===== config.mk =====
export PLATFORM = sky130hd
export DESIGN_NAME = directed_graph_cycle_check_unit
export DESIGN_NICKNAME = d
export VERILOG_FILES = /design/src/hdl/dgcc_pkg.sv /design/src/hdl/dgcc_ram.sv /design/src/hdl/dgcc_ctrl.sv /design/src/hdl/dgcc_dpath.sv /design/src/hdl/directed_graph_cycle_check_unit.sv
export SDC_FILE = /design/constraint.sdc
export NUM_CORES = 1
export LEC_CHECK = 0
export ABC_AREA = 1
export BUFFER_PORTS_ARGS = -buffer_cell sky130_fd_sc_hd__buf_2
export CORE_UTILIZATION = 30
export CTS_BUF_LIST = sky130_fd_sc_hd__clkbuf_16
export DETAILED_ROUTE_END_ITERATION = 6
export SLEW_MARGIN = 40
export SYNTH_ARGS = -nofsm -noshare
export SYNTH_HDL_FRONTEND = slang
export SYNTH_SLANG_ARGS = --single-unit

===== constraint.sdc =====
create_clock -name i_clk -period 4.2 [get_ports i_clk]
set_input_delay 0.84 -clock i_clk [delete_from_list [all_inputs] [get_ports i_clk]]
set_output_delay 0.84 -clock i_clk [all_outputs]
set_load 0.01 [all_outputs]

===== src/hdl/dgcc_pkg.sv =====
package dgcc_pkg;

    localparam int VERT_W = 4;
    localparam int NUMV_W = 5;
    localparam logic [NUMV_W-1:0] NUMV_RESET = 5'd16;

    typedef enum logic [2:0] {
        ST_IDLE,
        ST_EDGE_WR,
        ST_FETCH,
        ST_SCAN,
        ST_POP,
        ST_DONE
    } t_state;

    // controller -> datapath
    typedef struct packed {
        logic in_ready;
        logic edge_rd;
        logic edge_wr;
        logic chk_init;
        logic fetch;
        logic advance;
        logic pop;
        logic pop_load;
        logic next_start;
        logic res_set;
        logic res_val;
        logic out_load;
    } t_cmd;

    // datapath -> controller
    typedef struct packed {
        logic in_valid;
        logic is_check;
        logic edge_ok;
        logic n_zero;
        logic cand_any;
        logic hit;
        logic depth_one;
        logic last_start;
        logic out_free;
    } t_status;

endpackage


===== src/hdl/dgcc_ram.sv =====
module dgcc_ram #(
    parameter int WIDTH = 16,
    parameter int DEPTH = 16
) (
    input  logic                     i_clk,
    input  logic                     i_we,
    input  logic [$clog2(DEPTH)-1:0] i_waddr,
    input  logic [WIDTH-1:0]         i_wdata,
    input  logic [$clog2(DEPTH)-1:0] i_raddr,
    output logic [WIDTH-1:0]         o_rdata
);

    logic [WIDTH-1:0] r_mem [DEPTH];
    logic [WIDTH-1:0] r_rdata;

    always_ff @(posedge i_clk) begin
        if (i_we) begin
            r_mem[i_waddr] <= i_wdata;
        end
        r_rdata <= r_mem[i_raddr];
    end

    assign o_rdata = r_rdata;

endmodule


===== src/hdl/dgcc_ctrl.sv =====
module dgcc_ctrl import dgcc_pkg::*; (
    input  logic    i_clk,
    input  logic    i_rst_n,
    input  t_status i_status,
    output t_cmd    o_cmd
);

    t_state r_state;
    t_state n_state;

    always_ff @(posedge i_clk) begin
        if (!i_rst_n) begin
            r_state <= ST_IDLE;
        end else begin
            r_state <= n_state;
        end
    end

    // next state
    always_comb begin
        n_state = r_state;
        case (r_state)
            ST_IDLE: begin
                if (i_status.in_valid) begin
                    if (i_status.is_check) begin
                        n_state = i_status.n_zero ? ST_DONE : ST_FETCH;
                    end else if (i_status.edge_ok) begin
                        n_state = ST_EDGE_WR;
                    end
                end
            end
            ST_EDGE_WR: n_state = ST_IDLE;
            ST_FETCH:   n_state = ST_SCAN;
            ST_SCAN: begin
                if (i_status.cand_any) begin
                    n_state = i_status.hit ? ST_DONE : ST_FETCH;
                end else if (i_status.depth_one) begin
                    n_state = i_status.last_start ? ST_DONE : ST_FETCH;
                end else begin
                    n_state = ST_POP;
                end
            end
            ST_POP:     n_state = ST_SCAN;
            ST_DONE: begin
                if (i_status.out_free) begin
                    n_state = ST_IDLE;
                end
            end
            default:    n_state = ST_IDLE;
        endcase
    end

    // outputs
    always_comb begin
        o_cmd = '0;
        case (r_state)
            ST_IDLE: begin
                o_cmd.in_ready = 1'b1;
                if (i_status.in_valid) begin
                    if (i_status.is_check) begin
                        if (i_status.n_zero) begin
                            o_cmd.res_set = 1'b1;
                            o_cmd.res_val = 1'b0;
                        end else begin
                            o_cmd.chk_init = 1'b1;
                        end
                    end else if (i_status.edge_ok) begin
                        o_cmd.edge_rd = 1'b1;
                    end
                end
            end
            ST_EDGE_WR: o_cmd.edge_wr = 1'b1;
            ST_FETCH:   o_cmd.fetch = 1'b1;
            ST_SCAN: begin
                if (i_status.cand_any) begin
                    if (i_status.hit) begin
                        o_cmd.res_set = 1'b1;
                        o_cmd.res_val = 1'b1;
                    end else begin
                        o_cmd.advance = 1'b1;
                    end
                end else if (i_status.depth_one) begin
                    if (i_status.last_start) begin
                        o_cmd.res_set = 1'b1;
                        o_cmd.res_val = 1'b0;
                    end else begin
                        o_cmd.next_start = 1'b1;
                    end
                end else begin
                    o_cmd.pop = 1'b1;
                end
            end
            ST_POP:     o_cmd.pop_load = 1'b1;
            ST_DONE:    o_cmd.out_load = i_status.out_free;
            default:    o_cmd = '0;
        endcase
    end

    // a search step only follows a fetch or a pop reload
    a_scan_entry: assert property (@(posedge i_clk) disable iff (!i_rst_n)
        (r_state == ST_SCAN) |-> ($past(r_state) == ST_FETCH || $past(r_state) == ST_POP))
        else $error("scan entered without a row read");

    a_done_hold: assert property (@(posedge i_clk) disable iff (!i_rst_n)
        (r_state == ST_DONE && !i_status.out_free) |=> (r_state == ST_DONE))
        else $error("done left while output slot busy");

    a_ready_idle: assert property (@(posedge i_clk) disable iff (!i_rst_n)
        o_cmd.in_ready |-> !(o_cmd.fetch || o_cmd.pop || o_cmd.out_load))
        else $error("input ready during a search");

endmodule


===== src/hdl/dgcc_dpath.sv =====
module dgcc_dpath import dgcc_pkg::*; #(
    parameter int MAX_VERTICES = 16
) (
    input  logic              i_clk,
    input  logic              i_rst_n,
    input  logic              i_cfg_we,
    input  logic [NUMV_W-1:0] i_cfg_wdata,
    input  logic              i_s_tvalid,
    input  logic              i_req_type,
    input  logic [VERT_W-1:0] i_src,
    input  logic [VERT_W-1:0] i_dst,
    input  logic              i_m_tready,
    output logic              o_m_tvalid,
    output logic              o_has_cycle,
    input  t_cmd              i_cmd,
    output t_status           o_status
);

    localparam int N  = MAX_VERTICES;
    localparam int VW = $clog2(N);
    localparam int DW = $clog2(N + 1);

    logic [NUMV_W-1:0] r_num_vertices;
    logic [N-1:0]      r_row_vld;
    logic              r_rd_vld;
    logic [N-1:0]      r_visited,  n_visited;
    logic [N-1:0]      r_on_path,  n_on_path;
    logic [DW-1:0]     r_depth,    n_depth;
    logic [VW-1:0]     r_cur,      n_cur;
    logic [VW-1:0]     r_start,    n_start;
    logic [VW-1:0]     r_edge_src;
    logic [VW-1:0]     r_edge_dst;
    logic              r_res;
    logic              r_out_valid;
    logic              r_out_data;

    logic [DW-1:0]     eff;
    logic [N-1:0]      valid;
    logic [N-1:0]      cur_bit;
    logic [N-1:0]      row;
    logic [N-1:0]      cand;
    logic [VW-1:0]     w;
    logic [VW-1:0]     adj_raddr;
    logic [N-1:0]      adj_rdata;
    logic [N-1:0]      adj_wdata;
    logic [VW-1:0]     stk_raddr;
    logic [VW-1:0]     stk_rdata;

    function automatic logic [VW-1:0] lowest_set(input logic [N-1:0] x);
        logic [VW-1:0] idx;
        idx = '0;
        for (int i = N - 1; i >= 0; i--) begin
            if (x[i]) begin
                idx = VW'(i);
            end
        end
        return idx;
    endfunction

    // effective vertex count, saturated to the storage size
    always_comb begin
        if (32'(r_num_vertices) > N) begin
            eff = DW'(N);
        end else begin
            eff = DW'(r_num_vertices);
        end
        for (int i = 0; i < N; i++) begin
            valid[i] = (32'(i) < 32'(eff));
        end
    end

    assign cur_bit   = N'(1) << r_cur;
    assign row       = r_rd_vld ? (adj_rdata & valid) : '0;
    assign cand      = row & (r_on_path | ~r_visited);
    assign w         = lowest_set(cand);
    assign adj_wdata = (r_rd_vld ? adj_rdata : '0) | (N'(1) << r_edge_dst);
    assign stk_raddr = VW'(r_depth - DW'(2));

    always_comb begin
        if (i_cmd.edge_rd) begin
            adj_raddr = VW'(i_src);
        end else if (i_cmd.pop_load) begin
            adj_raddr = stk_rdata;
        end else begin
            adj_raddr = r_cur;
        end
    end

    dgcc_ram #(
        .WIDTH (N),
        .DEPTH (N)
    ) u_adj_ram (
        .i_clk   (i_clk),
        .i_we    (i_cmd.edge_wr),
        .i_waddr (r_edge_src),
        .i_wdata (adj_wdata),
        .i_raddr (adj_raddr),
        .o_rdata (adj_rdata)
    );

    dgcc_ram #(
        .WIDTH (VW),
        .DEPTH (N)
    ) u_stack_ram (
        .i_clk   (i_clk),
        .i_we    (i_cmd.fetch),
        .i_waddr (r_depth[VW-1:0]),
        .i_wdata (r_cur),
        .i_raddr (stk_raddr),
        .o_rdata (stk_rdata)
    );

    // search state next values
    always_comb begin
        n_visited = r_visited;
        n_on_path = r_on_path;
        n_depth   = r_depth;
        n_cur     = r_cur;
        n_start   = r_start;
        if (i_cmd.chk_init) begin
            n_visited = '0;
            n_on_path = '0;
            n_depth   = '0;
            n_cur     = '0;
            n_start   = '0;
        end else if (i_cmd.next_start) begin
            n_visited = '0;
            n_on_path = '0;
            n_depth   = '0;
            n_cur     = r_start + VW'(1);
            n_start   = r_start + VW'(1);
        end else if (i_cmd.fetch) begin
            n_visited = r_visited | cur_bit;
            n_on_path = r_on_path | cur_bit;
            n_depth   = r_depth + DW'(1);
        end else if (i_cmd.advance) begin
            n_cur     = w;
        end else if (i_cmd.pop) begin
            n_depth   = r_depth - DW'(1);
            n_on_path = r_on_path & ~cur_bit;
        end else if (i_cmd.pop_load) begin
            n_cur     = stk_rdata;
        end
    end

    always_ff @(posedge i_clk) begin
        if (!i_rst_n) begin
            r_num_vertices <= NUMV_RESET;
            r_row_vld      <= '0;
            r_visited      <= '0;
            r_on_path      <= '0;
            r_depth        <= '0;
            r_cur          <= '0;
            r_start        <= '0;
            r_out_valid    <= 1'b0;
        end else begin
            if (i_cfg_we) begin
                r_num_vertices <= i_cfg_wdata;
            end
            if (i_cmd.edge_wr) begin
                r_row_vld[r_edge_src] <= 1'b1;
            end
            r_visited <= n_visited;
            r_on_path <= n_on_path;
            r_depth   <= n_depth;
            r_cur     <= n_cur;
            r_start   <= n_start;
            if (i_cmd.out_load) begin
                r_out_valid <= 1'b1;
            end else if (i_m_tready) begin
                r_out_valid <= 1'b0;
            end
        end
    end

    always_ff @(posedge i_clk) begin
        r_rd_vld <= r_row_vld[adj_raddr];
        if (i_cmd.edge_rd) begin
            r_edge_src <= VW'(i_src);
            r_edge_dst <= VW'(i_dst);
        end
        if (i_cmd.res_set) begin
            r_res <= i_cmd.res_val;
        end
        if (i_cmd.out_load) begin
            r_out_data <= r_res;
        end
    end

    assign o_status.in_valid   = i_s_tvalid;
    assign o_status.is_check   = i_req_type;
    assign o_status.edge_ok    = (32'(i_src) < 32'(eff)) && (32'(i_dst) < 32'(eff));
    assign o_status.n_zero     = (eff == '0);
    assign o_status.cand_any   = |cand;
    assign o_status.hit        = r_on_path[w];
    assign o_status.depth_one  = (r_depth == DW'(1));
    assign o_status.last_start = ((DW'(r_start) + DW'(1)) == eff);
    assign o_status.out_free   = !r_out_valid || i_m_tready;

    assign o_m_tvalid  = r_out_valid;
    assign o_has_cycle = r_out_data;

    a_path_in_visited: assert property (@(posedge i_clk) disable iff (!i_rst_n)
        (r_on_path & ~r_visited) == '0)
        else $error("path vertex not marked visited");

    a_depth_bound: assert property (@(posedge i_clk) disable iff (!i_rst_n)
        32'(r_depth) <= N)
        else $error("path stack overflow");

    a_push_unvisited: assert property (@(posedge i_clk) disable iff (!i_rst_n)
        i_cmd.fetch |-> !r_visited[r_cur])
        else $error("vertex pushed twice");

    a_pop_nonempty: assert property (@(posedge i_clk) disable iff (!i_rst_n)
        i_cmd.pop |-> (32'(r_depth) >= 2))
        else $error("pop below the start vertex");

endmodule


===== src/hdl/directed_graph_cycle_check_unit.sv =====
// edge load: accepted while idle, row read-modify-write in the edge write state, then ready again
// ignored edge (endpoint out of range): accepted and dropped while idle; check: accepted while
// idle, then a row fetch and a scan per vertex entered and a scan and a stack reload per
// backtrack via the adjacency ram; the result goes into the output register once it is free
// reset (synchronous, active low): empty graph via per-row valid bits, no clearing pass,
// num_vertices back to 16, output empty
module directed_graph_cycle_check_unit import dgcc_pkg::*; #(
    parameter int MAX_VERTICES = 16
) (
    input  logic              i_clk,
    input  logic              i_rst_n,
    // configuration: num_vertices
    input  logic              i_cfg_we,
    input  logic [NUMV_W-1:0] i_cfg_wdata,
    // request stream
    input  logic              i_s_tvalid,
    output logic              o_s_tready,
    input  logic [7:0]        i_s_tdata,   // [3:0] src_vertex, [7:4] dst_vertex
    input  logic              i_s_tuser,   // [0] req_type
    // result stream
    output logic              o_m_tvalid,
    input  logic              i_m_tready,
    output logic [7:0]        o_m_tdata    // [0] has_cycle, [7:1] zero
);

    t_cmd    cmd;
    t_status status;
    logic    has_cycle;

    // sequencer: idle / edge write / dfs fetch, scan, backtrack / result handoff
    dgcc_ctrl u_ctrl (
        .i_clk    (i_clk),
        .i_rst_n  (i_rst_n),
        .i_status (status),
        .o_cmd    (cmd)
    );

    // adjacency ram, path stack ram, visited and on-path masks, output register
    dgcc_dpath #(
        .MAX_VERTICES (MAX_VERTICES)
    ) u_dpath (
        .i_clk       (i_clk),
        .i_rst_n     (i_rst_n),
        .i_cfg_we    (i_cfg_we),
        .i_cfg_wdata (i_cfg_wdata),
        .i_s_tvalid  (i_s_tvalid),
        .i_req_type  (i_s_tuser),
        .i_src       (i_s_tdata[3:0]),
        .i_dst       (i_s_tdata[7:4]),
        .i_m_tready  (i_m_tready),
        .o_m_tvalid  (o_m_tvalid),
        .o_has_cycle (has_cycle),
        .i_cmd       (cmd),
        .o_status    (status)
    );

    // ready only while idle; a pending result does not block new requests
    assign o_s_tready = cmd.in_ready;
    assign o_m_tdata  = {7'b0, has_cycle};

endmodule

-- Word-level counts from Yosys, hierarchy flattened
Memory sizes are Yosys's and may differ from the RTL's. A register that Yosys moved wholly into a read port is not among the register bits.
Cells that the tools add are included.
- shift-type cells: 2
- $lt $le $gt $ge: 23
- add/subtract/negate cells: 5
- bitwise logic cells: 11
- muxes and demuxes: 81
- reductions and logical operators: 15
- equality and inequality tests: 13
- operators by type and width (operator ; count):
    2-to-1 mux 4 bit ; 22
    2-to-1 mux 16 bit ; 5
    bitwise OR 16 bit ; 5
    AND 16 bit ; 3
    < comparator 4 x 5 -> 1 bit (first input constant) ; 8
    inverter 16 bit ; 2
    left shift 1 x 4 -> 16 bit (first input constant) ; 2
    2-to-1 mux 3 bit ; 10
    2-to-1 mux 1 bit ; 27
    < comparator 3 x 5 -> 1 bit (first input constant) ; 4
    2-to-1 mux 5 bit ; 4
    2-to-1 mux 2 bit ; 8
    OR reduction 16 bit ; 1
    < comparator 4 x 5 -> 1 bit (second input constant) ; 3
    case mux 3 bit (4 select lines) ; 1
    < comparator 1 x 5 -> 1 bit (first input constant) ; 2
    < comparator 2 x 5 -> 1 bit (first input constant) ; 2
    < comparator 4 x 5 -> 1 bit ; 2
    binary-select mux 1 bit (select 4 bit) ; 2
    equality test 3 x 2 -> 1 bit (second input constant) ; 2
    equality test 3 bit (second input constant) ; 2
    adder 4 x 1 -> 5 bit (second input constant) ; 1
    adder 5 x 1 -> 5 bit (second input constant) ; 1
    equality test 5 x 1 -> 1 bit (second input constant) ; 1
    other kinds (24) ; 30
- bits in writable memories: 320
- output and inout bits: 10
- input port bits: 19
- flip-flop bits (word level): 81
- memories kept: 2
- memories (name ; words ; width ; rd ports ; clocked after memory_dff ; write ports ; line ; RTL):
    u_dpath.u_adj_ram.r_mem ; 16 ; 16 ; 1 ; 1 ; 1 ; dgcc_ram.sv:13 ; logic [WIDTH-1:0] r_mem [DEPTH];
    u_dpath.u_stack_ram.r_mem ; 16 ; 4 ; 1 ; 1 ; 1 ; dgcc_ram.sv:13 ;

-- Logic depth before layout (Yosys ltp)
- word-level depth: 31
- mapped depth: 31

-- Modules after synthesis
From an unflattened synthesis, not the netlist that was laid out.
- cell total of the unflattened synthesis: 2091
- area, all modules: 19169.6 sq um
- by module, submodules not included (module ; cells each ; times used ; area each (sq um)):
    dgcc_ram (u_dpath.u_adj_ram) ; 1076 ; 1 ; 11385.9
    dgcc_dpath ; 652 ; 1 ; 4420.5
    dgcc_ram (u_dpath.u_stack_ram) ; 290 ; 1 ; 2966.6
    dgcc_ctrl ; 64 ; 1 ; 332.8
    directed_graph_cycle_check_unit ; 9 ; 1 ; 63.8

-- Worst setup path after synthesis
OpenSTA, ideal clock, no wires.
- path kind: in2reg
- from: input port i_s_tdata[5]
- to: register u_dpath.u_adj_ram.r_rdata[6] (netlist: u_dpath.u_adj_ram.o_rdata[6]) (read register of u_dpath.u_adj_ram.r_mem)
- stages on the path: 16
- slack: 1.060 ns
- path buffers: 3
- arrival: 3.021 ns
- required time: 4.080 ns
- path through: ha_1 o21a_1 o21a_1 o21ai_1 a31oi_1 nor3_4 inv_2 nand2_1 nand2_1 buf_4 buf_4 clkbuf_1 nor2_1 o221ai_1 nand3_1 nand2_1
- RTL lines (what ; line ; RTL):
    start, declared ; directed_graph_cycle_check_unit.sv:18 ; input logic [7:0] i_s_tdata,
    end, declared ; dgcc_ram.sv:14 ; logic [WIDTH-1:0] r_rdata;

==> flow_summary.ini <==
[yosys]
yosysTopAreaCellShare_pct = 56.7
syn-mean-instance-area_um2 = 10.9
yosysWarnings = 0
ys_ff_latch = 421
synthDistinctLibCells = 43
postSynthCellCount = 1608
yosys.area.top_type = edfxtp_1
yosysSeqAreaShare_pct = 67.2
syn-cell-area_mm2 = 0.0175
synthTopCellsByArea = edfxtp_1, dfxtp_1, nor2_1

[global_route]
antenna_found_initial = 0
grt_overflow_total = 0
grt_start_max_net_pins = 137
grt_pass1_vias = 11800
grt_pass1_wl_um = 68900
grt_use_total_pct = 14.9

[routing]
drt.antenna.violating_nets = 0
first_pass_iters = 5
drt-total-wl_um = 45400
drc_errors = 0
via_per_inst = 5.06
first_iter_violations = 1144
num_vias = 12400
wire_per_inst_um = 18.6

[clock_network]
cts_max_level = 2
cts_buffers = 41
post-cts-setup-buffer-count = 0
cts.hold.buffers_added = 0
clk_latency_ps = 550
clock_sinks = 421
cts_resized = 0
cts_buffer_depth = 3
cts_tree = done
cts-root-buf = clkbuf_16
clk_pin_slew_ps = 70

[die]
start_util_pct = 30.3
die_w_um = 243
core-area_mm2 = 0.0576
top_level_ports = 29
die_area_mm2 = 0.0592
num_rows = 88
die_h_um = 243

[placed_design]
place_congestion = 0.864
hpwl_um = 27000
port_buffers = 21

[flow_run]
maxCapViolations = 0

[sta]
period_share_pct = 85.8
finalSetupTns_ps = 0
setup_viol = 0
min_period_ps = 3600
tightest_slew_ps = 869
skew_ps = 14.5
grt_setup_unrepaired = false
finalMaxSlewViolations = 0
hold_viol = 0
worst_slew_margin_rel_pct = 41.9
max_freq_ghz = 0.277

[power]
p_per_area_mw_per_mm2 = 519
peakVddDrop_mv = 0.386
p_leak_nw = 6.90
p_total_mw = 10.5

[setup_path]
crit_start = u_dpath.r_num_vertices[4]
crit_end = u_dpath.u_adj_ram.o_rdata[4]
start_kind = flip-flop
worstPathMaxFanout = 20
timing_worst_setup_path_type = reg -> reg
r2r-start = u_dpath.r_num_vertices[4]
rr_worst_depth = 17
worstPathRequired_ps = 4700
ff2ff_setup_slack_ps = 600
timing.rr.end = u_dpath.u_adj_ram.o_rdata[4]
crit_path_end_kind = flip-flop
cp.arrival_ps = 4100

[finish]
multi_input_area_mm2 = 0.00514
diodes = 0
fillers = 5661
utilization_pct = 35.1
regArea_mm2 = 0.0117
final_nets = 1682
drive_gt1_share_pct = 10.5
areaGrowthSynthToFinish_pct = 15.6

[worst_hold_path]
min_path_type = reg -> reg

[status]
outcome = completed
-- logic make-up after synthesis --
| group | Yosys count | synth area share [%] |
|---|---|---|
| AO/OA/AOI/OAI | 397 | 13.3 |
| adder cells (fa/ha/maj) | 15 | 1.07 |
| flip-flops | 421 | 67.2 |
| other | 1 | 0.0215 |
| XOR/XNOR | 7 | 0.351 |
| AND/OR/NAND/NOR | 592 | 13.9 |
| buffers and inverters | 175 | 4.20 |
-- cell usage after synthesis, drive strengths merged --
cell and n:
nand4 5, a211oi 2, nor2 306, o22ai 31
nand3 71, a21oi 68, dfxtp 91, buf 31
nor3 8, xor2 5, o21ai 210, o21a 3
clkinv 3, nor4 4, ha 15, o211ai 23
o311ai 2, edfxtp 330, a31oi 2, xnor2 2
and3 1, nand2 193, o221ai 54, nor3b 1
o2111ai 2, inv 89, clkbuf 52, conb 1
or2 3
-- critical path, cell delays in order (launching register included) --
cell and delay [ps]:
dfxtp_1 520, clkinv_2 230, nand2_1 260, ha_1 280
o21a_1 100, o21a_1 160, o21ai_1 130, a31oi_1 160
nor3_4 190, inv_2 120, nand2_1 120, o21ai_4 90
inv_2 340, buf_4 290, o21ai_0 120, o221ai_1 220
nand3_1 110, nand2_1 90
-- cell usage in the layout, fill, tap and decap left out, types with 3 or more instances in the layout --
| cell type | n |
|---|---|
| o22ai_1 | 31 |
| nand2_4 | 4 |
| o221ai_1 | 54 |
| nand2_2 | 3 |
| nand2_1 | 186 |
| buf_4 | 42 |
| nand4_1 | 5 |
| inv_1 | 88 |
| bufinv_16 | 4 |
| buf_12 | 5 |
| o21ai_0 | 200 |
| ha_1 | 15 |
| o21ai_1 | 7 |
| nor2_4 | 9 |
| clkinv_2 | 8 |
| edfxtp_1 | 330 |
| buf_16 | 5 |
| clkbuf_16 | 42 |
| buf_2 | 21 |
| conb_1 | 7 |
| a21oi_1 | 68 |
| o21a_1 | 3 |
| nand3_1 | 70 |
| dfxtp_1 | 90 |
| or2_2 | 3 |
| nor2_1 | 287 |
| nor2_2 | 10 |
| inv_2 | 6 |
| clkinv_1 | 14 |
| nor3_1 | 7 |
| o211ai_1 | 23 |
| nor4_1 | 3 |
| xor2_1 | 5 |
-- stage by stage --
stage               hold WS [ps]  area (um2)  setup WS [ps]  cells
floorplan                    400       17500           1060   1614
global placement             412       18700            708   2364
detailed placement           419       18800            631   2369
CTS                          435       20200            609   2445
global route                 449       20200            283   2446
finish                       433       20200            596   2446
-- flip-flops by register name (all words and copies together) (netlist names), 5 cells and up, named ones only --
register                   cells
u_dpath.u_adj_ram.r_mem      256
u_dpath.u_stack_ram.r_mem     64
u_dpath.r_row_vld             16
u_dpath.r_visited             16
u_dpath.u_adj_ram.o_rdata     16
u_dpath.r_depth                5
u_dpath.r_num_vertices         5
-- final cells by class --
class | count | area share (%)
multi-input combinational | 1018 | 25.4
sequential | 421 | 58.1
clock buffer | 42 | 5.21
tap | 765 | 4.74
timing repair buffer | 74 | 3.33
clock inverter | 34 | 1.43
inverter | 92 | 1.72
-- worst min path at each step --
stage / endpoint / slack, ps / start / depth (start not counted)
finish: u_dpath.o_has_cycle / 430 / u_dpath.r_res / 0
global route: u_dpath.o_has_cycle / 450 / u_dpath.r_res / 0
CTS: u_dpath.o_has_cycle / 430 / u_dpath.r_res / 0
detailed placement: u_dpath.o_has_cycle / 420 / u_dpath.r_res / 0
global placement: u_dpath.o_has_cycle / 410 / u_dpath.r_res / 0
floorplan: u_dpath.o_has_cycle / 400 / u_dpath.r_res / 0
-- power breakdown --
part	total (mW)	internal [mW]	switching, mW
registers	4.91	4.80	0.110
logic	1.86	0.541	1.32
clock network	3.69	2.08	1.62
-- routing by layer --
| metal | up-vias | track usage [%] | wire, um |
|---|---|---|---|
| li1 | 5797 | - | - |
| met1 | 6076 | 20.9 | 20500 |
| met2 | 419 | 23.6 | 20500 |
| met3 | 92 | 2.35 | 2970 |
| met4 | 0 | 4.81 | 1420 |
| met5 | - | 0 | 0 |
Power figures use the tool's default switching activity.
